## src/hdl/tlct_pkg.sv

```systemverilog
package tlct_pkg;

   // Token kinds on the response channel. Operator tokens use the operator's
   // position in OP_CHARS as their kind.
   localparam logic [4:0] TOK_ASSIGN = 5'd15;
   localparam logic [4:0] TOK_EQUALS = 5'd16;
   localparam logic [4:0] TOK_SYMBOL = 5'd17;
   localparam logic [4:0] TOK_NUMBER = 5'd18;
   localparam logic [4:0] TOK_IF     = 5'd19;
   localparam logic [4:0] TOK_WHILE  = 5'd20;
   localparam logic [4:0] TOK_OUT    = 5'd21;
   localparam logic [4:0] TOK_END    = 5'd22;
   localparam logic [4:0] TOK_ERROR  = 5'd23;

   // Pending token kinds.
   localparam logic [1:0] KIND_NONE   = 2'd0;
   localparam logic [1:0] KIND_ASSIGN = 2'd1;
   localparam logic [1:0] KIND_SYMBOL = 2'd2;
   localparam logic [1:0] KIND_NUMBER = 2'd3;

   // Character classes found by the front end.
   localparam logic [2:0] CLS_OP     = 3'd0;
   localparam logic [2:0] CLS_EQ     = 3'd1;
   localparam logic [2:0] CLS_LETTER = 3'd2;
   localparam logic [2:0] CLS_DIGIT  = 3'd3;
   localparam logic [2:0] CLS_OTHER  = 3'd4;
   localparam logic [2:0] CLS_END    = 3'd5;

   localparam int NUM_OPS = 15;
   localparam logic [7:0] OP_CHARS [NUM_OPS] = '{
      "+", "-", "*", "/", "%", "<", ">", "!", "&", "|", "(", ")", "{", "}", ";"
   };
   localparam logic [7:0] CHAR_EQ = "=";

   localparam logic [15:0] KW_IF    = "if";
   localparam logic [23:0] KW_OUT   = "out";
   localparam logic [39:0] KW_WHILE = "while";

   // Characters shown in a token's text fields.
   localparam int TEXT_SHOWN = 16;

   // Response queue inside the back end.
   localparam int OUT_DEPTH = 4;
   localparam int OUT_PTRW  = 2;
   localparam int OUT_CNTW  = 3;

   typedef struct packed {
      logic [2:0] cls;
      logic [3:0] op_idx;
      logic [7:0] ch;
   } item_type;

   typedef struct packed {
      logic [4:0]  kind;
      logic [4:0]  length;
      logic [63:0] first;
      logic [63:0] second;
      logic        overflow;
      logic        last;
   } token_type;

endpackage

```

## src/hdl/tlct_front.sv

```systemverilog
module tlct_front
   import tlct_pkg::*;
(
   input  logic       req_valid,
   output logic       req_stall,
   input  logic [7:0] req_char_in,
   input  logic       req_end_of_input,
   input  logic       queue_full,
   output logic       push,
   output item_type   item
);

   logic       op_found;
   logic [3:0] op_idx;

   // The operator table is searched in parallel; each entry is compared alone.
   always_comb begin
      op_found = 1'b0;
      op_idx   = '0;
      for (int k = NUM_OPS - 1; k >= 0; k--) begin
         if (req_char_in == OP_CHARS[k]) begin
            op_found = 1'b1;
            op_idx   = 4'(k);
         end
      end
   end

   always_comb begin
      item.ch     = req_char_in;
      item.op_idx = op_idx;
      if (req_end_of_input) begin
         item.cls = CLS_END;
      end else if (op_found) begin
         item.cls = CLS_OP;
      end else if (req_char_in == CHAR_EQ) begin
         item.cls = CLS_EQ;
      end else if (req_char_in inside {["a":"z"], ["A":"Z"]}) begin
         item.cls = CLS_LETTER;
      end else if (req_char_in inside {["0":"9"]}) begin
         item.cls = CLS_DIGIT;
      end else begin
         item.cls = CLS_OTHER;
      end
   end

   assign req_stall = queue_full;
   assign push      = req_valid & ~queue_full;

endmodule

```

## src/hdl/tlct_fifo.sv

```systemverilog
module tlct_fifo #(
   parameter int WIDTH = 8,
   parameter int DEPTH = 2
) (
   input  logic             clock,
   input  logic             reset,
   input  logic             push,
   input  logic [WIDTH-1:0] push_data,
   input  logic             pop,
   output logic [WIDTH-1:0] pop_data,
   output logic             not_empty,
   output logic             full
);

   localparam int PTRW = (DEPTH > 1) ? $clog2(DEPTH) : 1;
   localparam int CNTW = $clog2(DEPTH + 1);

   logic [WIDTH-1:0] mem_ff [DEPTH];
   logic [PTRW-1:0]  wr_ptr_ff, wr_ptr_in;
   logic [PTRW-1:0]  rd_ptr_ff, rd_ptr_in;
   logic [CNTW-1:0]  count_ff, count_in;
   logic             do_push, do_pop;

   assign do_push   = push & ~full;
   assign do_pop    = pop & not_empty;
   assign not_empty = (count_ff != '0);
   assign full      = (count_ff == CNTW'(DEPTH));
   assign pop_data  = mem_ff[rd_ptr_ff];

   always_comb begin
      wr_ptr_in = wr_ptr_ff;
      rd_ptr_in = rd_ptr_ff;
      count_in  = count_ff;
      if (do_push) begin
         wr_ptr_in = (wr_ptr_ff == PTRW'(DEPTH - 1)) ? '0 : wr_ptr_ff + 1'b1;
      end
      if (do_pop) begin
         rd_ptr_in = (rd_ptr_ff == PTRW'(DEPTH - 1)) ? '0 : rd_ptr_ff + 1'b1;
      end
      if (do_push && !do_pop) begin
         count_in = count_ff + 1'b1;
      end else if (!do_push && do_pop) begin
         count_in = count_ff - 1'b1;
      end
   end

   always_ff @(posedge clock) begin
      if (reset) begin
         wr_ptr_ff <= '0;
         rd_ptr_ff <= '0;
         count_ff  <= '0;
      end else begin
         wr_ptr_ff <= wr_ptr_in;
         rd_ptr_ff <= rd_ptr_in;
         count_ff  <= count_in;
      end
   end

   always_ff @(posedge clock) begin
      if (do_push) begin
         mem_ff[wr_ptr_ff] <= push_data;
      end
   end

endmodule

```

## src/hdl/tlct_back.sv

```systemverilog
module tlct_back
   import tlct_pkg::*;
#(
   parameter int MAX_TEXT = 16
) (
   input  logic      clock,
   input  logic      reset,
   input  logic      item_valid,
   input  item_type  item,
   output logic      item_pop,
   output logic      rsp_valid,
   input  logic      rsp_stall,
   output token_type rsp_token
);

   localparam int LENW = $clog2(MAX_TEXT + 1);

   logic [1:0]      kind_ff, kind_in;
   logic [LENW-1:0] len_ff, len_in;
   logic            ovf_ff, ovf_in;
   logic [7:0]      text_ff [MAX_TEXT];

   token_type         oq_ff [OUT_DEPTH];
   logic [OUT_PTRW-1:0] oq_wr_ff, oq_wr_in;
   logic [OUT_PTRW-1:0] oq_rd_ff, oq_rd_in;
   logic [OUT_CNTW-1:0] oq_cnt_ff, oq_cnt_in;

   logic            take, rsp_pop;
   logic [7:0]      shown_byte [TEXT_SHOWN];
   token_type       text_tok, flush_tok, own_tok, slot0, slot1;
   logic            has_flush, do_flush, own_valid;
   logic            append, kw_if, kw_while, kw_out;
   logic [LENW-1:0] base_len;
   logic            base_ovf;
   logic [1:0]      push_n;

   // Room for two tokens is needed before an item is taken.
   assign take     = item_valid & (oq_cnt_ff <= OUT_CNTW'(OUT_DEPTH - 2));
   assign item_pop = take;

   for (genvar i = 0; i < TEXT_SHOWN; i++) begin : g_show
      if (i < MAX_TEXT) begin : g_held
         assign shown_byte[i] = (32'(len_ff) > i) ? text_ff[i] : 8'h00;
      end else begin : g_none
         assign shown_byte[i] = 8'h00;
      end
   end

   always_comb begin
      text_tok = '0;
      for (int i = 0; i < 8; i++) begin
         text_tok.first[8*i +: 8]  = shown_byte[i];
         text_tok.second[8*i +: 8] = shown_byte[i + 8];
      end
      if (32'(len_ff) > TEXT_SHOWN) begin
         text_tok.length   = 5'(TEXT_SHOWN);
         text_tok.overflow = 1'b1;
      end else begin
         text_tok.length   = 5'(len_ff);
         text_tok.overflow = ovf_ff;
      end
   end

   always_comb begin
      flush_tok = text_tok;
      case (kind_ff)
         KIND_ASSIGN: begin
            flush_tok      = '0;
            flush_tok.kind = TOK_ASSIGN;
         end
         KIND_SYMBOL: flush_tok.kind = TOK_SYMBOL;
         KIND_NUMBER: flush_tok.kind = TOK_NUMBER;
         default:     flush_tok      = '0;
      endcase
   end
   assign has_flush = (kind_ff != KIND_NONE);

   // Eager keyword match: the held text plus the incoming letter spells it.
   assign kw_if = (kind_ff == KIND_SYMBOL) && !ovf_ff && (len_ff == LENW'(1))
      && (text_ff[0] == KW_IF[15:8]) && (item.ch == KW_IF[7:0]);
   assign kw_out = (kind_ff == KIND_SYMBOL) && !ovf_ff && (len_ff == LENW'(2))
      && (text_ff[0] == KW_OUT[23:16]) && (text_ff[1] == KW_OUT[15:8])
      && (item.ch == KW_OUT[7:0]);
   assign kw_while = (kind_ff == KIND_SYMBOL) && !ovf_ff && (len_ff == LENW'(4))
      && (text_ff[0] == KW_WHILE[39:32]) && (text_ff[1] == KW_WHILE[31:24])
      && (text_ff[2] == KW_WHILE[23:16]) && (text_ff[3] == KW_WHILE[15:8])
      && (item.ch == KW_WHILE[7:0]);

   always_comb begin
      do_flush  = 1'b0;
      own_valid = 1'b0;
      own_tok   = '0;
      append    = 1'b0;
      kind_in   = kind_ff;
      len_in    = len_ff;
      ovf_in    = ovf_ff;
      case (item.cls)
         CLS_END: begin
            do_flush     = 1'b1;
            own_valid    = 1'b1;
            own_tok.kind = TOK_END;
         end
         CLS_OP: begin
            do_flush     = 1'b1;
            own_valid    = 1'b1;
            own_tok.kind = {1'b0, item.op_idx};
         end
         CLS_EQ: begin
            if (kind_ff == KIND_ASSIGN) begin
               own_valid    = 1'b1;
               own_tok.kind = TOK_EQUALS;
            end else begin
               do_flush = 1'b1;
            end
         end
         CLS_LETTER: begin
            do_flush = (kind_ff != KIND_SYMBOL);
            append   = 1'b1;
            kind_in  = KIND_SYMBOL;
            if (kw_if || kw_while || kw_out) begin
               own_valid    = 1'b1;
               own_tok.kind = kw_if ? TOK_IF : (kw_while ? TOK_WHILE : TOK_OUT);
            end
         end
         CLS_DIGIT: begin
            append = 1'b1;
            if (kind_ff != KIND_NUMBER && kind_ff != KIND_SYMBOL) begin
               do_flush = 1'b1;
               kind_in  = KIND_NUMBER;
            end
         end
         default: begin
            own_valid       = 1'b1;
            own_tok.kind    = TOK_ERROR;
            own_tok.length  = 5'd1;
            own_tok.first   = {56'd0, item.ch};
         end
      endcase

      base_len = do_flush ? '0 : len_ff;
      base_ovf = do_flush ? 1'b0 : ovf_ff;
      if (do_flush) begin
         kind_in = (item.cls == CLS_EQ) ? KIND_ASSIGN : kind_in;
         len_in  = '0;
         ovf_in  = 1'b0;
      end
      if (append) begin
         if (base_len < LENW'(MAX_TEXT)) begin
            len_in = base_len + 1'b1;
            ovf_in = base_ovf;
         end else begin
            len_in = base_len;
            ovf_in = 1'b1;
         end
      end
      // Tokens that end the pending text return the state to none.
      if (item.cls == CLS_END || item.cls == CLS_OP || own_tok.kind == TOK_EQUALS
          || (item.cls == CLS_LETTER && own_valid)) begin
         kind_in = KIND_NONE;
         len_in  = '0;
         ovf_in  = 1'b0;
      end
   end

   always_comb begin
      slot0  = own_tok;
      slot1  = own_tok;
      push_n = 2'd0;
      if (do_flush && has_flush) begin
         slot0  = flush_tok;
         push_n = own_valid ? 2'd2 : 2'd1;
      end else if (own_valid) begin
         push_n = 2'd1;
      end
      slot0.last = (push_n == 2'd1);
      slot1.last = 1'b1;
      if (!take) begin
         push_n = 2'd0;
      end
   end

   always_ff @(posedge clock) begin
      if (reset) begin
         kind_ff <= KIND_NONE;
         len_ff  <= '0;
         ovf_ff  <= 1'b0;
      end else if (take) begin
         kind_ff <= kind_in;
         len_ff  <= len_in;
         ovf_ff  <= ovf_in;
      end
   end

   for (genvar j = 0; j < MAX_TEXT; j++) begin : g_text
      always_ff @(posedge clock) begin
         if (take && append && base_len == LENW'(j)) begin
            text_ff[j] <= item.ch;
         end
      end
   end

   assign rsp_valid = (oq_cnt_ff != '0);
   assign rsp_pop   = rsp_valid & ~rsp_stall;
   assign rsp_token = oq_ff[oq_rd_ff];

   always_comb begin
      oq_wr_in  = oq_wr_ff + OUT_PTRW'(push_n);
      oq_rd_in  = oq_rd_ff + OUT_PTRW'(rsp_pop);
      oq_cnt_in = oq_cnt_ff + OUT_CNTW'(push_n) - OUT_CNTW'(rsp_pop);
   end

   always_ff @(posedge clock) begin
      if (reset) begin
         oq_wr_ff  <= '0;
         oq_rd_ff  <= '0;
         oq_cnt_ff <= '0;
      end else begin
         oq_wr_ff  <= oq_wr_in;
         oq_rd_ff  <= oq_rd_in;
         oq_cnt_ff <= oq_cnt_in;
      end
   end

   always_ff @(posedge clock) begin
      if (push_n != 2'd0) begin
         oq_ff[oq_wr_ff] <= slot0;
      end
      if (push_n == 2'd2) begin
         oq_ff[oq_wr_ff + 1'b1] <= slot1;
      end
   end

endmodule

```

## src/hdl/toy_language_char_tokenizer.sv

```systemverilog
// Channel    Direction  Handshake           Payload
// request    in         req_valid/req_stall  char_in, end_of_input
// response   out        rsp_valid/rsp_stall  token_kind, text_length, text_first,
//                                            text_second, text_overflow, last_of_run
//
// A request is classified in the cycle it is accepted and queued. The back end takes one
// request per cycle, but only while two response slots are free, so requests flow at one
// per cycle while each makes at most one token and the response side does not stall. Two
// tokens from one request leave one after the other through the single response port. A
// token reaches the port through the item queue and the four-token response queue.
// Reset clears the pending token and empties both queues. Either side may stall at any time.
module toy_language_char_tokenizer
   import tlct_pkg::*;
#(
   parameter int MAX_TEXT    = 16,
   parameter int QUEUE_DEPTH = 2
) (
   input  logic        clock,
   input  logic        reset,
   input  logic        req_valid,
   output logic        req_stall,
   input  logic [7:0]  req_char_in,
   input  logic        req_end_of_input,
   output logic        rsp_valid,
   input  logic        rsp_stall,
   output logic [4:0]  rsp_token_kind,
   output logic [4:0]  rsp_text_length,
   output logic [63:0] rsp_text_first,
   output logic [63:0] rsp_text_second,
   output logic        rsp_text_overflow,
   output logic        rsp_last_of_run
);

   item_type  front_item, back_item;
   logic      front_push, queue_full, queue_valid, queue_pop;
   token_type rsp_token;

   // The front end classifies each character: operator, '=', letter, digit,
   // end marker or anything else.
   tlct_front u_front (
      .req_valid        (req_valid),
      .req_stall        (req_stall),
      .req_char_in      (req_char_in),
      .req_end_of_input (req_end_of_input),
      .queue_full       (queue_full),
      .push             (front_push),
      .item             (front_item)
   );

   // A short queue lets the front end keep taking requests while the back end
   // waits for room in its response queue.
   tlct_fifo #(
      .WIDTH ($bits(item_type)),
      .DEPTH (QUEUE_DEPTH)
   ) u_queue (
      .clock     (clock),
      .reset     (reset),
      .push      (front_push),
      .push_data (front_item),
      .pop       (queue_pop),
      .pop_data  (back_item),
      .not_empty (queue_valid),
      .full      (queue_full)
   );

   // The back end keeps the pending token and its text, flushes it when a
   // new token starts, and matches keywords as soon as they are spelled.
   tlct_back #(
      .MAX_TEXT (MAX_TEXT)
   ) u_back (
      .clock      (clock),
      .reset      (reset),
      .item_valid (queue_valid),
      .item       (back_item),
      .item_pop   (queue_pop),
      .rsp_valid  (rsp_valid),
      .rsp_stall  (rsp_stall),
      .rsp_token  (rsp_token)
   );

   assign rsp_token_kind    = rsp_token.kind;
   assign rsp_text_length   = rsp_token.length;
   assign rsp_text_first    = rsp_token.first;
   assign rsp_text_second   = rsp_token.second;
   assign rsp_text_overflow = rsp_token.overflow;
   assign rsp_last_of_run   = rsp_token.last;

endmodule

```

## config.mk

```make
export PLATFORM = sky130hd
export DESIGN_NAME = toy_language_char_tokenizer
export DESIGN_NICKNAME = d
export VERILOG_FILES = /design/src/hdl/tlct_pkg.sv /design/src/hdl/tlct_front.sv /design/src/hdl/tlct_fifo.sv /design/src/hdl/tlct_back.sv /design/src/hdl/toy_language_char_tokenizer.sv
export SDC_FILE = /design/constraint.sdc
export NUM_CORES = 1
export LEC_CHECK = 0
export CAP_MARGIN = 10
export CELL_PAD_IN_SITES_DETAIL_PLACEMENT = 1
export CELL_PAD_IN_SITES_GLOBAL_PLACEMENT = 1
export CORE_MARGIN = 1.5
export CORE_UTILIZATION = 47
export DETAILED_ROUTE_END_ITERATION = 12
export DONT_BUFFER_PORTS = 1
export HOLD_SLACK_MARGIN = 0.06
export MAX_ROUTING_LAYER = met4
export PLACE_DENSITY_LB_ADDON = 0.1
export SYNTH_ARGS = -nofsm -noshare
export SYNTH_HDL_FRONTEND = slang
export SYNTH_SLANG_ARGS = --single-unit
```

## constraint.sdc

```tcl
create_clock -name clock -period 4.5 [get_ports clock]
set_input_delay 0.225 -clock clock [delete_from_list [all_inputs] [get_ports clock]]
set_output_delay 0.225 -clock clock [all_outputs]
set_load 0.1 [all_outputs]
```

==> run summary <==
================================================================================
Number of nets in the final layout                                         2,146
Number of antenna violations at the first check in global routing              4
Total Die Area                                                        61,290 µm²
P&R area growth vs syn                                                    15.61%
WHS Endpoint                                                        u_queue.mem_ff[0][8]$_DFFE_PP_
Flop and latch count out of synthesis                                        738
Deepest level of the CTS H-tree                                                3
Crit share post-route                                                     0.9785
Hold WC Path Type                                                   input pin to flip-flop
Leading cell type in the layout, fill and taps excluded             sky130_fd_sc_hd__dfxtp_1
Layout cells sized above 1                                                0.1929
Y dimension of the die                                                  247.6 µm
Final setup vio count                                                          0
Residual DRC count                                                             0
Worst relative slew slack                                                 0.1948
Global-route wire length before repair                                130,800 µm
Clock tree sinks                                                             738
Worst reg-to-reg setup slack                                              0.1 ns
Placer's final routability congestion estimate                            0.8288
Number of cell instances on the worst register-to-register path               13
CP top delay family                                                 simple AND/OR/NAND/NOR gates
F_max                                                                  227.1 MHz
Number of global-route vias before repair                                 19,987
Worst Max-Slew Pin Slew                                                 1.195 ns
Post-Synthesis Cells                                                       2,065
Sum of buffers and inverters on the critical path                              1
Compound-gate portion of the synthesized area                             0.1853
Cell depth of the worst min-delay path                                         4
CP Data Arrival Time                                                     4.97 ns
Global Route Usage Sum                                                    0.2920
Share of the yosys chip area belonging to registers                       0.6017
Fill cell instance count of the final layout                               5,718
Final non-filler cell total                                                2,956
Commonest non-fill, non-tap cells in the layout                     sky130_fd_sc_hd__dfxtp_1 (522), sky130_fd_sc_hd__a22o_1 (484), sky130_fd_sc_hd__edfxtp_1 (214)
Cell variety after synth                                                      72
Type of the setup path with the least slack                         flip-flop to flip-flop
Most used DFF post-synth                                            sky130_fd_sc_hd__dfxtp_1
CTS tree                                                                     yes
Starting Density                                                          0.4764
Vias per cell                                                              6.528
Synthesized net count                                                      2,095
RSZ-0062 raised after global routing                                         yes
Max-cap check violation count                                                  0
Share of synthesized registers carrying an async set or reset                  0
Wire length per cell after detailed routing                             29.31 µm
Post-Synthesis Cell Area                                              28,110 µm²
Total global routing overflow                                                  0
Critical path fanouts, max                                                     8
Clock buffer depth                                                             3
Post-synth EDFFs                                                             214
Slowest cell on the critical path                                   sky130_fd_sc_hd__nor2_1
Synthesized-area fraction occupied by adder cells                       0.007833
Detailed Route Iter0 Violations                                            1,243
Clock latency reported for the late side of the worst-skew pair          0.63 ns
Mux contribution to synthesized area                                      0.1196
Half-perimeter wire length after detailed placement                    53,560 µm
Critical Path End Type                                                 flip-flop
Final routed wirelength across all metal layers                        86,630 µm
Worst reg2reg endpoint                                              u_back.oq_ff[3][124]$_SDFFE_PP0P_
Combined area of the multi-input logic cells                          10,790 µm²
Total Power Consumption                                                 17.65 mW
WP depth                                                                      13
VDD IR max                                                              425.8 µV
Total core area                                                       59,020 µm²
Iteration count of the initial detailed-routing pass                           7
Number of CTS-inserted buffers                                                79
Launch instance of the worst min-delay path                         req_char_in[6]
# port buffers                                                                 0
Clock-pin slew on the worst setup and hold paths                         0.06 ns
Fraction of synthesized cell area in xor and xnor cells                 0.002804
Number of placed instances, taps included                                  2,795
Combinational family with the most area after synthesis             compound AO/OA/AOI/OAI gates
Warnings, synthesis                                                            0
Final max-slew violation count                                                 0
Minimum clock period after layout                                       4.403 ns
Ordered cell list for the critical path                             buf_4 > nor4bb_4 > o21ai_1 > or4_1 > a211o_1 > nor3b_1 > o21ai_0 > ha_1 > o21ai_0 > nor2_1 > nand3_1 > nor2_1 > a22o_1
Hold Vio Cnt, Final                                                            0
Area fraction in and, or, nand and nor cells after synthesis             0.06226
WP data required                                                         5.07 ns
Syn avg cell area                                                      13.61 µm²
Maximum number of pins on one net before global-route repair                  76
Storage cell area                                                     16,920 µm²
Run status                                                          finished clean
PwrDens                                                             543.1 nW/µm²
Boundary Pins                                                                155
Type of origin of the critical path                                    flip-flop
Std-Cell Rows                                                                 89
Clock Root Buffer                                                   sky130_fd_sc_hd__clkbuf_16
Slowest cell delay on critical path                                      0.66 ns
Width of the chip                                                       247.6 µm
Post-route clock skew                                                 0.02944 ns
Count of nets left with antenna violations after detail routing                0
Number of vias after detailed routing                                     19,298
Static leakage                                                          11.53 nW
================================================================================
power by group:
part | internal, mW | switching, mW | leakage (nW)
sequential | 7.16 | 0.206 | 6.13
combinational | 0.853 | 2.53 | 4.02
clock | 4.17 | 2.74 | 1.38
sequential cells by signal, indices dropped and copies added, names as in the netlist, named ones only:
| register | flops |
|---|---|
| u_queue.count_ff | 2 |
| u_back.text_ff | 128 |
| u_back.len_ff | 5 |
| u_back.oq_ff | 560 |
| u_back.oq_rd_ff | 2 |
| u_back.kind_ff | 2 |
| u_queue.rd_ptr_ff | 1 |
| u_back.oq_wr_ff | 2 |
| u_queue.mem_ff | 30 |
| u_back.ovf_ff | 1 |
| u_queue.wr_ptr_ff | 1 |
| u_back.oq_cnt_ff | 3 |
how the worst max path moves through the flow:
stage | from | end | slack [ns]
6_report | flip-flop | u_back.oq_ff[3][124]$_SDFFE_PP0P_ | 0.1
5_1_grt | flip-flop | u_back.oq_cnt_ff[2]$_SDFF_PP0_ | -0.10
4_1_cts | flip-flop | u_back.oq_ff[0][26]$_SDFFE_PP0P_ | 0.0002
3_5_place_dp | flip-flop | u_back.oq_ff[2][78]$_SDFFE_PP0P_ | -0.26
3_3_place_gp | flip-flop | u_back.oq_ff[2][77]$_SDFFE_PP0P_ | -0.18
2_1_floorplan | flip-flop | u_back.oq_ff[1][130]$_DFFE_PP_ | 0.01
tightest hold or removal path, stage by stage:
cell and delay [ns]:
sky130_fd_sc_hd__nor2b_1 0.02, sky130_fd_sc_hd__nor3_1 0.12, sky130_fd_sc_hd__o211ai_1 0.10, sky130_fd_sc_hd__nand2_1 0.09
logic make-up (layout without fill, tap and decap cells):
kind of cell,Yosys count,after routing
other cells,0,1
simple gates,349,349
flops,738,738
mux,159,159
buf+inv,150,267
xor+xnor,9,9
compound gates,643,643
fa+ha+maj,17,17
per-stage QoR:
stage               area (µm²)  setup TNS [ns]  worst slack (ns)  hold slack, ns  utilization
finish                   32500               0           0.09694         0.07655       0.5507
global route             32500          -1.577           -0.1002          0.1002       0.5507
CTS                      32400               0         0.0001958         0.06095       0.5490
detailed placement       29440          -48.52           -0.2550          0.3003       0.4988
global placement         29440          -18.51           -0.1805          0.2986       0.4988
floorplan                28120               0           0.01389          0.3239            -
final cells by class:
type | count | area share
sequential | 738 | 0.5207
multi-input combinational | 1177 | 0.3318
clock buffer | 102 | 0.07121
tap | 773 | 0.02976
timing repair buffer | 92 | 0.02841
clock inverter | 45 | 0.01470
inverter | 28 | 0.003349
antenna | 1 | 0.00007699
cell usage after synthesis, drive strengths merged (18+ instances only):
master,instances,area share
edfxtp,214,0.23
and2,18,0.0040
inv,28,0.0037
nand2,80,0.011
nor2,104,0.015
a22o,484,0.15
o21ai,41,0.0073
nand3,54,0.0096
a21oi,53,0.0094
clkbuf,94,0.013
dfxtp,524,0.37
buf,28,0.0043
mux4,140,0.11
routing by layer:
metal | vias to the layer above | share of wire | track usage
met2 | 601 | 0.49 | 0.4693
met5 | - | 0 | -
met1 | 10234 | 0.43 | 0.3861
li1 | 8324 | - | -
met4 | 0 | 0.019 | 0.07665
met3 | 139 | 0.057 | 0.04650
repair_timing:
item                                    CTS  global route
hold endpoints to repair                 50             0
gates resized for setup                  12            31
pin swaps                                 0             0
hold buffers                             13             0
endpoints found under the setup margin  422           476
setup buffers                             0             0
No activity file was read; power rests on OpenSTA's default activity.
